===== src/rtl/jh32_pkg.sv =====
package jh32_pkg;

  localparam logic [31:0] GOLDEN_RATIO = 32'h9E37_79B9;
  localparam int unsigned BLOCK_BYTES  = 12;
  localparam logic [3:0]  LAST_SLOT    = 4'(BLOCK_BYTES - 1);
  localparam int unsigned MIX_STEPS    = 9;
  localparam logic [3:0]  LAST_STEP    = 4'(MIX_STEPS - 1);
  localparam int unsigned CMD_DEPTH    = 4;
  localparam int unsigned CMD_PTR_W    = $clog2(CMD_DEPTH);
  localparam int unsigned CMD_CNT_W    = $clog2(CMD_DEPTH + 1);

  // work handed from the byte packer to the mixer
  typedef struct packed {
    logic [31:0] wa;
    logic [31:0] wb;
    logic [31:0] wc;
    logic [31:0] len;
    logic        blk;
    logic        fin;
    logic        first;
  } cmd_t;

  typedef enum logic [1:0] {
    B_IDLE,
    B_MIX,
    B_TAIL,
    B_OUT
  } back_state_t;

  typedef enum logic [1:0] {
    MIX_A,
    MIX_B,
    MIX_C
  } mix_tgt_t;

  function automatic logic [4:0] mix_shift(input logic [3:0] step);
    logic [4:0] sh;
    unique case (step)
      4'd0:    sh = 5'd13;
      4'd1:    sh = 5'd8;
      4'd2:    sh = 5'd13;
      4'd3:    sh = 5'd12;
      4'd4:    sh = 5'd16;
      4'd5:    sh = 5'd5;
      4'd6:    sh = 5'd3;
      4'd7:    sh = 5'd10;
      4'd8:    sh = 5'd15;
      default: sh = 5'd0;
    endcase
    return sh;
  endfunction

  function automatic mix_tgt_t mix_target(input logic [3:0] step);
    mix_tgt_t t;
    unique case (step)
      4'd0, 4'd3, 4'd6: t = MIX_A;
      4'd1, 4'd4, 4'd7: t = MIX_B;
      default:          t = MIX_C;
    endcase
    return t;
  endfunction

endpackage


===== src/rtl/jh32_front.sv =====
module jh32_front
  import jh32_pkg::*;
(
  input  logic       clk,
  input  logic       rst_n,
  input  logic       in_push,
  output logic       in_full,
  input  logic [7:0] in_data_byte,
  input  logic       in_byte_valid,
  input  logic       in_last,
  output logic       cmd_push,
  output cmd_t       cmd_data,
  input  logic       cmd_full
);

  logic [31:0] wa_r, wa_nxt;
  logic [31:0] wb_r, wb_nxt;
  logic [31:0] wc_r, wc_nxt;
  logic [31:0] len_r, len_nxt;
  logic [3:0]  slot_r, slot_nxt;
  logic        first_r, first_nxt;
  logic        accept;
  logic        blk_done;
  logic [31:0] wa_ins, wb_ins, wc_ins;
  logic [31:0] len_inc;

  assign in_full  = cmd_full;
  assign accept   = in_push && !cmd_full;
  assign blk_done = in_byte_valid && (slot_r == LAST_SLOT);
  assign len_inc  = len_r + 32'(in_byte_valid);

  always_comb begin
    wa_ins = wa_r;
    wb_ins = wb_r;
    wc_ins = wc_r;
    if (in_byte_valid) begin
      unique case (slot_r[3:2])
        2'd0:    wa_ins[8*slot_r[1:0] +: 8] = in_data_byte;
        2'd1:    wb_ins[8*slot_r[1:0] +: 8] = in_data_byte;
        default: wc_ins[8*slot_r[1:0] +: 8] = in_data_byte;
      endcase
    end
  end

  always_comb begin
    cmd_push       = accept && (blk_done || in_last);
    cmd_data.wa    = wa_ins;
    cmd_data.wb    = wb_ins;
    cmd_data.wc    = wc_ins;
    cmd_data.len   = len_inc;
    cmd_data.blk   = blk_done;
    cmd_data.fin   = in_last;
    cmd_data.first = first_r;
  end

  always_comb begin
    wa_nxt    = wa_r;
    wb_nxt    = wb_r;
    wc_nxt    = wc_r;
    len_nxt   = len_r;
    slot_nxt  = slot_r;
    first_nxt = first_r;
    if (accept && (in_byte_valid || in_last)) begin
      priority if (in_last) begin
        wa_nxt    = '0;
        wb_nxt    = '0;
        wc_nxt    = '0;
        len_nxt   = '0;
        slot_nxt  = '0;
        first_nxt = 1'b1;
      end else if (blk_done) begin
        wa_nxt    = '0;
        wb_nxt    = '0;
        wc_nxt    = '0;
        len_nxt   = len_inc;
        slot_nxt  = '0;
        first_nxt = 1'b0;
      end else begin
        wa_nxt   = wa_ins;
        wb_nxt   = wb_ins;
        wc_nxt   = wc_ins;
        len_nxt  = len_inc;
        slot_nxt = slot_r + 4'd1;
      end
    end
  end

  always_ff @(posedge clk) begin
    if (!rst_n) begin
      wa_r    <= '0;
      wb_r    <= '0;
      wc_r    <= '0;
      len_r   <= '0;
      slot_r  <= '0;
      first_r <= 1'b1;
    end else begin
      wa_r    <= wa_nxt;
      wb_r    <= wb_nxt;
      wc_r    <= wc_nxt;
      len_r   <= len_nxt;
      slot_r  <= slot_nxt;
      first_r <= first_nxt;
    end
  end

endmodule


===== src/rtl/jh32_cmd_fifo.sv =====
module jh32_cmd_fifo
  import jh32_pkg::*;
(
  input  logic clk,
  input  logic rst_n,
  input  logic push,
  input  cmd_t push_data,
  output logic full,
  input  logic pop,
  output cmd_t pop_data,
  output logic empty
);

  cmd_t                 mem_r [CMD_DEPTH];
  logic [CMD_PTR_W-1:0] wr_r, wr_nxt;
  logic [CMD_PTR_W-1:0] rd_r, rd_nxt;
  logic [CMD_CNT_W-1:0] cnt_r, cnt_nxt;
  logic                 do_push, do_pop;

  assign full     = (cnt_r == CMD_CNT_W'(CMD_DEPTH));
  assign empty    = (cnt_r == '0);
  assign do_push  = push && !full;
  assign do_pop   = pop && !empty;
  assign pop_data = mem_r[rd_r];

  always_comb begin
    wr_nxt  = do_push ? wr_r + 1'b1 : wr_r;
    rd_nxt  = do_pop ? rd_r + 1'b1 : rd_r;
    cnt_nxt = cnt_r + CMD_CNT_W'(do_push) - CMD_CNT_W'(do_pop);
  end

  always_ff @(posedge clk) begin
    if (do_push) begin
      mem_r[wr_r] <= push_data;
    end
  end

  always_ff @(posedge clk) begin
    if (!rst_n) begin
      wr_r  <= '0;
      rd_r  <= '0;
      cnt_r <= '0;
    end else begin
      wr_r  <= wr_nxt;
      rd_r  <= rd_nxt;
      cnt_r <= cnt_nxt;
    end
  end

endmodule


===== src/rtl/jh32_back.sv =====
module jh32_back
  import jh32_pkg::*;
(
  input  logic        clk,
  input  logic        rst_n,
  input  logic [31:0] init_value,
  input  cmd_t        cmd_data,
  input  logic        cmd_empty,
  output logic        cmd_pop,
  output logic        out_empty,
  input  logic        out_pop,
  output logic [31:0] out_hash_value
);

  back_state_t state_r, state_nxt;
  logic [3:0]  step_r, step_nxt;
  logic [31:0] a_r, a_nxt;
  logic [31:0] b_r, b_nxt;
  logic [31:0] c_r, c_nxt;
  logic [31:0] len_r, len_nxt;
  logic        fin_r, fin_nxt;
  logic        tail_r, tail_nxt;

  logic [31:0] base_a, base_b, base_c;
  logic [31:0] mix_a, mix_b, mix_c;
  logic [4:0]  sh;

  // two-word result buffer
  logic [31:0] obuf_r [2];
  logic        owr_r, ord_r;
  logic [1:0]  ocnt_r, ocnt_nxt;
  logic        obuf_full;
  logic        obuf_push;
  logic        obuf_pop;

  assign obuf_full      = (ocnt_r == 2'd2);
  assign out_empty      = (ocnt_r == 2'd0);
  assign obuf_pop       = out_pop && !out_empty;
  assign out_hash_value = obuf_r[ord_r];

  assign base_a = cmd_data.first ? GOLDEN_RATIO : a_r;
  assign base_b = cmd_data.first ? GOLDEN_RATIO : b_r;
  assign base_c = cmd_data.first ? init_value : c_r;

  assign sh    = mix_shift(step_r);
  assign mix_a = (c_r >> sh) ^ (a_r - b_r - c_r);
  assign mix_b = (a_r << sh) ^ (b_r - c_r - a_r);
  assign mix_c = (b_r >> sh) ^ (c_r - a_r - b_r);

  always_comb begin
    state_nxt = state_r;
    unique case (state_r)
      B_IDLE: begin
        if (!cmd_empty) begin
          state_nxt = B_MIX;
        end
      end
      B_MIX: begin
        if (step_r == LAST_STEP) begin
          priority if (!fin_r) begin
            state_nxt = B_IDLE;
          end else if (tail_r) begin
            state_nxt = B_TAIL;
          end else begin
            state_nxt = B_OUT;
          end
        end
      end
      B_TAIL: state_nxt = B_MIX;
      B_OUT: begin
        if (!obuf_full) begin
          state_nxt = B_IDLE;
        end
      end
      default: state_nxt = B_IDLE;
    endcase
  end

  always_comb begin
    cmd_pop   = 1'b0;
    obuf_push = 1'b0;
    step_nxt  = step_r;
    a_nxt     = a_r;
    b_nxt     = b_r;
    c_nxt     = c_r;
    len_nxt   = len_r;
    fin_nxt   = fin_r;
    tail_nxt  = tail_r;
    unique case (state_r)
      B_IDLE: begin
        if (!cmd_empty) begin
          cmd_pop  = 1'b1;
          step_nxt = '0;
          a_nxt    = base_a + cmd_data.wa;
          b_nxt    = base_b + cmd_data.wb;
          if (cmd_data.blk) begin
            c_nxt = base_c + cmd_data.wc;
          end else begin
            // low byte of c is kept for the length on the tail
            c_nxt = base_c + cmd_data.len + {cmd_data.wc[23:0], 8'h00};
          end
          len_nxt  = cmd_data.len;
          fin_nxt  = cmd_data.fin;
          tail_nxt = cmd_data.blk && cmd_data.fin;
        end
      end
      B_MIX: begin
        step_nxt = step_r + 4'd1;
        unique case (mix_target(step_r))
          MIX_A:   a_nxt = mix_a;
          MIX_B:   b_nxt = mix_b;
          default: c_nxt = mix_c;
        endcase
      end
      B_TAIL: begin
        step_nxt = '0;
        c_nxt    = c_r + len_r;
        tail_nxt = 1'b0;
      end
      B_OUT: begin
        obuf_push = !obuf_full;
      end
      default: ;
    endcase
  end

  always_comb begin
    ocnt_nxt = ocnt_r + 2'(obuf_push) - 2'(obuf_pop);
  end

  always_ff @(posedge clk) begin
    a_r   <= a_nxt;
    b_r   <= b_nxt;
    c_r   <= c_nxt;
    len_r <= len_nxt;
    if (obuf_push) begin
      obuf_r[owr_r] <= c_r;
    end
  end

  always_ff @(posedge clk) begin
    if (!rst_n) begin
      state_r <= B_IDLE;
      step_r  <= '0;
      fin_r   <= 1'b0;
      tail_r  <= 1'b0;
      owr_r   <= 1'b0;
      ord_r   <= 1'b0;
      ocnt_r  <= '0;
    end else begin
      state_r <= state_nxt;
      step_r  <= step_nxt;
      fin_r   <= fin_nxt;
      tail_r  <= tail_nxt;
      owr_r   <= owr_r ^ obuf_push;
      ord_r   <= ord_r ^ obuf_pop;
      ocnt_r  <= ocnt_nxt;
    end
  end

endmodule


===== src/rtl/jenkins_hash_32_unit.sv =====
// Streaming 32-bit lookup2 hash, one message byte per word.
//
// Input queue port: a word is taken when in_push is high and in_full low.
// in_byte_valid marks in_data_byte as part of the message, in_last ends the
// message and asks for one hash. A word with neither flag does nothing.
// Result queue port: while out_empty is low, out_hash_value holds the oldest
// hash; out_pop takes it. Config port: cfg_init_value is written when
// cfg_valid is high (cfg_ready is always high); write it only while idle.
//
// Throughput: one byte per cycle for long messages, while in_full stays low.
// The mixer takes one command per 12-byte block or message end, with a tail
// step and a second mix pass when the end falls on a block boundary; a
// 4-word command queue between packer and mixer absorbs that. A hash reaches
// the result queue after its last word passes the command queue and the mixer.
// A stalled receiver fills the 2-word result buffer, then the mixer, then
// the command queue, then raises in_full.
// Synchronous reset clears all control state and sets the seed to 0.
module jenkins_hash_32_unit
  import jh32_pkg::*;
(
  input  logic        clk,
  input  logic        rst_n,
  input  logic        in_push,
  output logic        in_full,
  input  logic [7:0]  in_data_byte,
  input  logic        in_byte_valid,
  input  logic        in_last,
  output logic        out_empty,
  input  logic        out_pop,
  output logic [31:0] out_hash_value,
  input  logic        cfg_valid,
  output logic        cfg_ready,
  input  logic [31:0] cfg_init_value
);

  logic [31:0] init_r;
  logic        cmd_push;
  logic        cmd_full;
  logic        cmd_pop;
  logic        cmd_empty;
  cmd_t        cmd_in;
  cmd_t        cmd_out;

  assign cfg_ready = 1'b1;

  always_ff @(posedge clk) begin
    if (!rst_n) begin
      init_r <= '0;
    end else if (cfg_valid && cfg_ready) begin
      init_r <= cfg_init_value;
    end
  end

  jh32_front u_front (
    .clk           (clk),
    .rst_n         (rst_n),
    .in_push       (in_push),
    .in_full       (in_full),
    .in_data_byte  (in_data_byte),
    .in_byte_valid (in_byte_valid),
    .in_last       (in_last),
    .cmd_push      (cmd_push),
    .cmd_data      (cmd_in),
    .cmd_full      (cmd_full)
  );

  jh32_cmd_fifo u_cmd_fifo (
    .clk       (clk),
    .rst_n     (rst_n),
    .push      (cmd_push),
    .push_data (cmd_in),
    .full      (cmd_full),
    .pop       (cmd_pop),
    .pop_data  (cmd_out),
    .empty     (cmd_empty)
  );

  jh32_back u_back (
    .clk            (clk),
    .rst_n          (rst_n),
    .init_value     (init_r),
    .cmd_data       (cmd_out),
    .cmd_empty      (cmd_empty),
    .cmd_pop        (cmd_pop),
    .out_empty      (out_empty),
    .out_pop        (out_pop),
    .out_hash_value (out_hash_value)
  );

endmodule


===== config.mk =====
export PLATFORM = sky130hd
export DESIGN_NAME = jenkins_hash_32_unit
export DESIGN_NICKNAME = d
export VERILOG_FILES = /design/src/rtl/jh32_pkg.sv /design/src/rtl/jh32_front.sv /design/src/rtl/jh32_cmd_fifo.sv /design/src/rtl/jh32_back.sv /design/src/rtl/jenkins_hash_32_unit.sv
export SDC_FILE = /design/constraint.sdc
export NUM_CORES = 2
export LEC_CHECK = 0
export BUFFER_PORTS_ARGS = -buffer_cell sky130_fd_sc_hd__buf_2
export CELL_PAD_IN_SITES_DETAIL_PLACEMENT = 0
export CELL_PAD_IN_SITES_GLOBAL_PLACEMENT = 1
export CORE_AREA = 5 5 327 329
export CTS_CLUSTER_SIZE = 20
export DETAILED_ROUTE_END_ITERATION = 6
export DIE_AREA = 0 0 332 334
export PLACE_DENSITY_LB_ADDON = 0.25
export SLEW_MARGIN = 20
export SYNTH_ARGS = -nofsm -noshare
export SYNTH_HDL_FRONTEND = slang
export SYNTH_SLANG_ARGS = --single-unit

===== constraint.sdc =====
create_clock -name clk -period 8.4 [get_ports clk]
set_input_delay 0.84 -clock clk [delete_from_list [all_inputs] [get_ports clk]]
set_output_delay 0.84 -clock clk [all_outputs]
set_load 0.05 [all_outputs]

==> results_dict.tcl <==
set metrics [dict create \
    port_buffers 80 \
    cp_max_fo 82 \
    track_usage_pct 32.9 \
    dp_hpwl_mm 139 \
    coreArea_um2 103000 \
    grt_max_degree 145 \
    timing.final.crit_period_ps 5860 \
    ys_warn_count 0 \
    n_fill_cell 8452 \
    synth-async-reset-ratio_pct 0 \
    final_nets 5535 \
    cts.clk_slew.worst_paths_ps 60 \
    worstPathRequired_ps 8780 \
    syn_area_um2 56400 \
    synth.distinct_cells 95 \
    avgSynthCellArea_um2 11.1 \
    post_cts_buffers 0 \
    status "completed" \
    clock-sinks 908 \
    worstSetupPathType "flop to flop" \
    start_util_pct 54.6 \
    cts_made_buffers 97 \
    wl_per_cell_um 28.6 \
    cts_resized 0 \
    synthFlopType "edfxtp_1" \
    antenna_found_initial 8 \
    cts_tree "yes" \
    pre_cts_ws_ps 2640 \
    gr-total-overflow 0 \
    drc 0 \
    synth-edff-count 716 \
    relSlewSlack_pct 23.6 \
    synthTopCellsByCount "edfxtp_1, nand2_1, nor2_1, a21oi_1, o21ai_0" \
    num_vias 41588 \
    routed.top_layer "met5" \
    worstMarginPinSlew_ps 1140 \
    final_area_um2 61400 \
    cts_max_path_buffers 3 \
    drv_cap 0 \
    insertion_delay_ps 690 \
    arrival_ps 6240 \
    synth_most_common_cell "edfxtp_1" \
    die_x_um 332 \
    timing.fmax_ghz 0.171 \
    fin_crit_sh_pct 69.7 \
    grt_pass1_vias 38721 \
    viasPerCell 6.35 \
    regArea_um2 25400 \
    setup_viol 0 \
    postRouteAntennaNets 0 \
    drive_above_1_share_pct 11.9 \
    wl_met1_mm 80.5 \
    multi_input_area_um2 29400 \
    wl_met2_mm 78.3 \
    start_kind "flop" \
    layout_setup_ws_ps 2540 \
    synth_largest_area_cell "edfxtp_1" \
    cts_max_level 3 \
    root_buffer "clkbuf_16" \
    synth_top_area_share_pct 38.1 \
    hold_ws_ps 381 \
    synth-seq-area-share_pct 45.0 \
    grt_pass1_wl_mm 269 \
    wl_met3_mm 19.0 \
    synth_nets 5532 \
    synth_cells 5072 \
    worstSetupEndpointType "flop" \
    die-area_um2 111000 \
    routed_wirelength_mm 187 \
    hold_path_class "input pin to flop" \
    io_pins 82 \
    yosys_register_bits 908 \
    rows 118 \
    firstDrtPassIters 6 \
    area_growth_syn_to_layout_pct 8.85 \
    drt-initial-drc-count 5063 \
    placed_area_um2 58100 \
    finClkSkew_ps 33.7 \
    synth_area_leaders "edfxtp_1, mux4_2, dfxtp_1, ha_1, fa_1" \
    rsz0062_at_grt "false" \
    hold_viol 0 \
    gp_congestion 1.02 \
    tns_ps 0 \
    die_h_um 334 \
    hold_buffers 0 \
    drv_slew 0 \
]
==> cells by family after synthesis <==
group | Yosys count | share of synthesized area [%]
AOI/OAI and AO/OA | 1219 | 13.7
adders and majority gates | 413 | 10.8
DFF | 908 | 45.0
and+or+nand+nor | 1359 | 11.0
buffers and inverters | 428 | 3.07
xor gates and xnor gates | 363 | 5.65
muxes | 381 | 10.8
other | 1 | 0.00665
==> registers in the layout, summed over array words and instances (netlist names), 2 cells and up, named ones only <==
signal / flops
init_r: 32
u_back.a_r: 32
u_back.b_r: 32
u_back.c_r: 32
u_back.len_r: 32
u_back.obuf_r: 64
u_back.ocnt_r: 2
u_back.sh: 5
u_back.state_r: 2
u_back.step_r: 4
u_cmd_fifo.cnt_r: 3
u_cmd_fifo.mem_r: 524
u_cmd_fifo.rd_r: 2
u_cmd_fifo.wr_r: 2
u_front.len_r: 32
u_front.slot_r: 4
u_front.wa_r: 32
u_front.wb_r: 32
u_front.wc_r: 32
==> metal layers <==
| metal | vias to the layer above | global-route usage, % |
|---|---|---|
| li1 | 18766 | - |
| met1 | 20429 | 49.2 |
| met2 | 2093 | 46.6 |
| met3 | 298 | 6.92 |
| met4 | 2 | 14.5 |
| met5 | - | 0 |
==> per-stage QoR <==
stage	utilization, %	std cells
global route	59.5	6540
detailed placement	56.3	6356
CTS	59.5	6540
floorplan	-	5072
finish	59.5	6545
global placement	56.3	6356
==> cell type report <==
class / instances / share of cell area [%]
Antenna cell: 5 / 0.0204
Clock buffer: 121 / 4.22
Clock inverter: 63 / 1.09
Inverter: 191 / 1.17
Multi-Input combinational cell: 3736 / 47.9
Sequential cell: 908 / 41.3
Tap cell: 1380 / 2.81
Timing Repair Buffer: 141 / 1.44
==> cell usage in the layout (no fill, tap or decap), types with 150 or more instances in the layout <==
cell type / count
mux2i_1: 150
edfxtp_1: 716
o21ai_0: 293
a21oi_1: 306
mux4_2: 177
xnor2_1: 271
inv_1: 187
ha_1: 290
nor2_1: 405
dfxtp_1: 185
nand2_1: 504
==> critical path: stages, from the launching register on <==
cell and delay [ps]:
dfxtp_4 710, mux4_4 990, buf_4 450, or2_2 410, ha_1 350, a21oi_1 280
o21ai_0 150, a211oi_1 400, o21ai_1 250, a2111o_1 450, o211ai_1 190, a21boi_0 210
mux2i_1 150, a2111oi_0 390, a21oi_1 70
==> worst paths after layout <==
path | startpoint | end | slack [ps] | cells after the start
setup reg to reg | flop | u_back.a_r[29] | 2540 | 14
setup / recovery | flop | u_back.a_r[29] | 2540 | 14
hold reg to reg | u_front.len_r[9] | u_front.len_r[9] | 490 | 2
hold / removal | cfg_init_value[7] | init_r[7] | 380 | 3
Power is left out: the tool's default activity adds up to more than one toggle a clock period on the data nets, which glitch-free logic cannot reach.
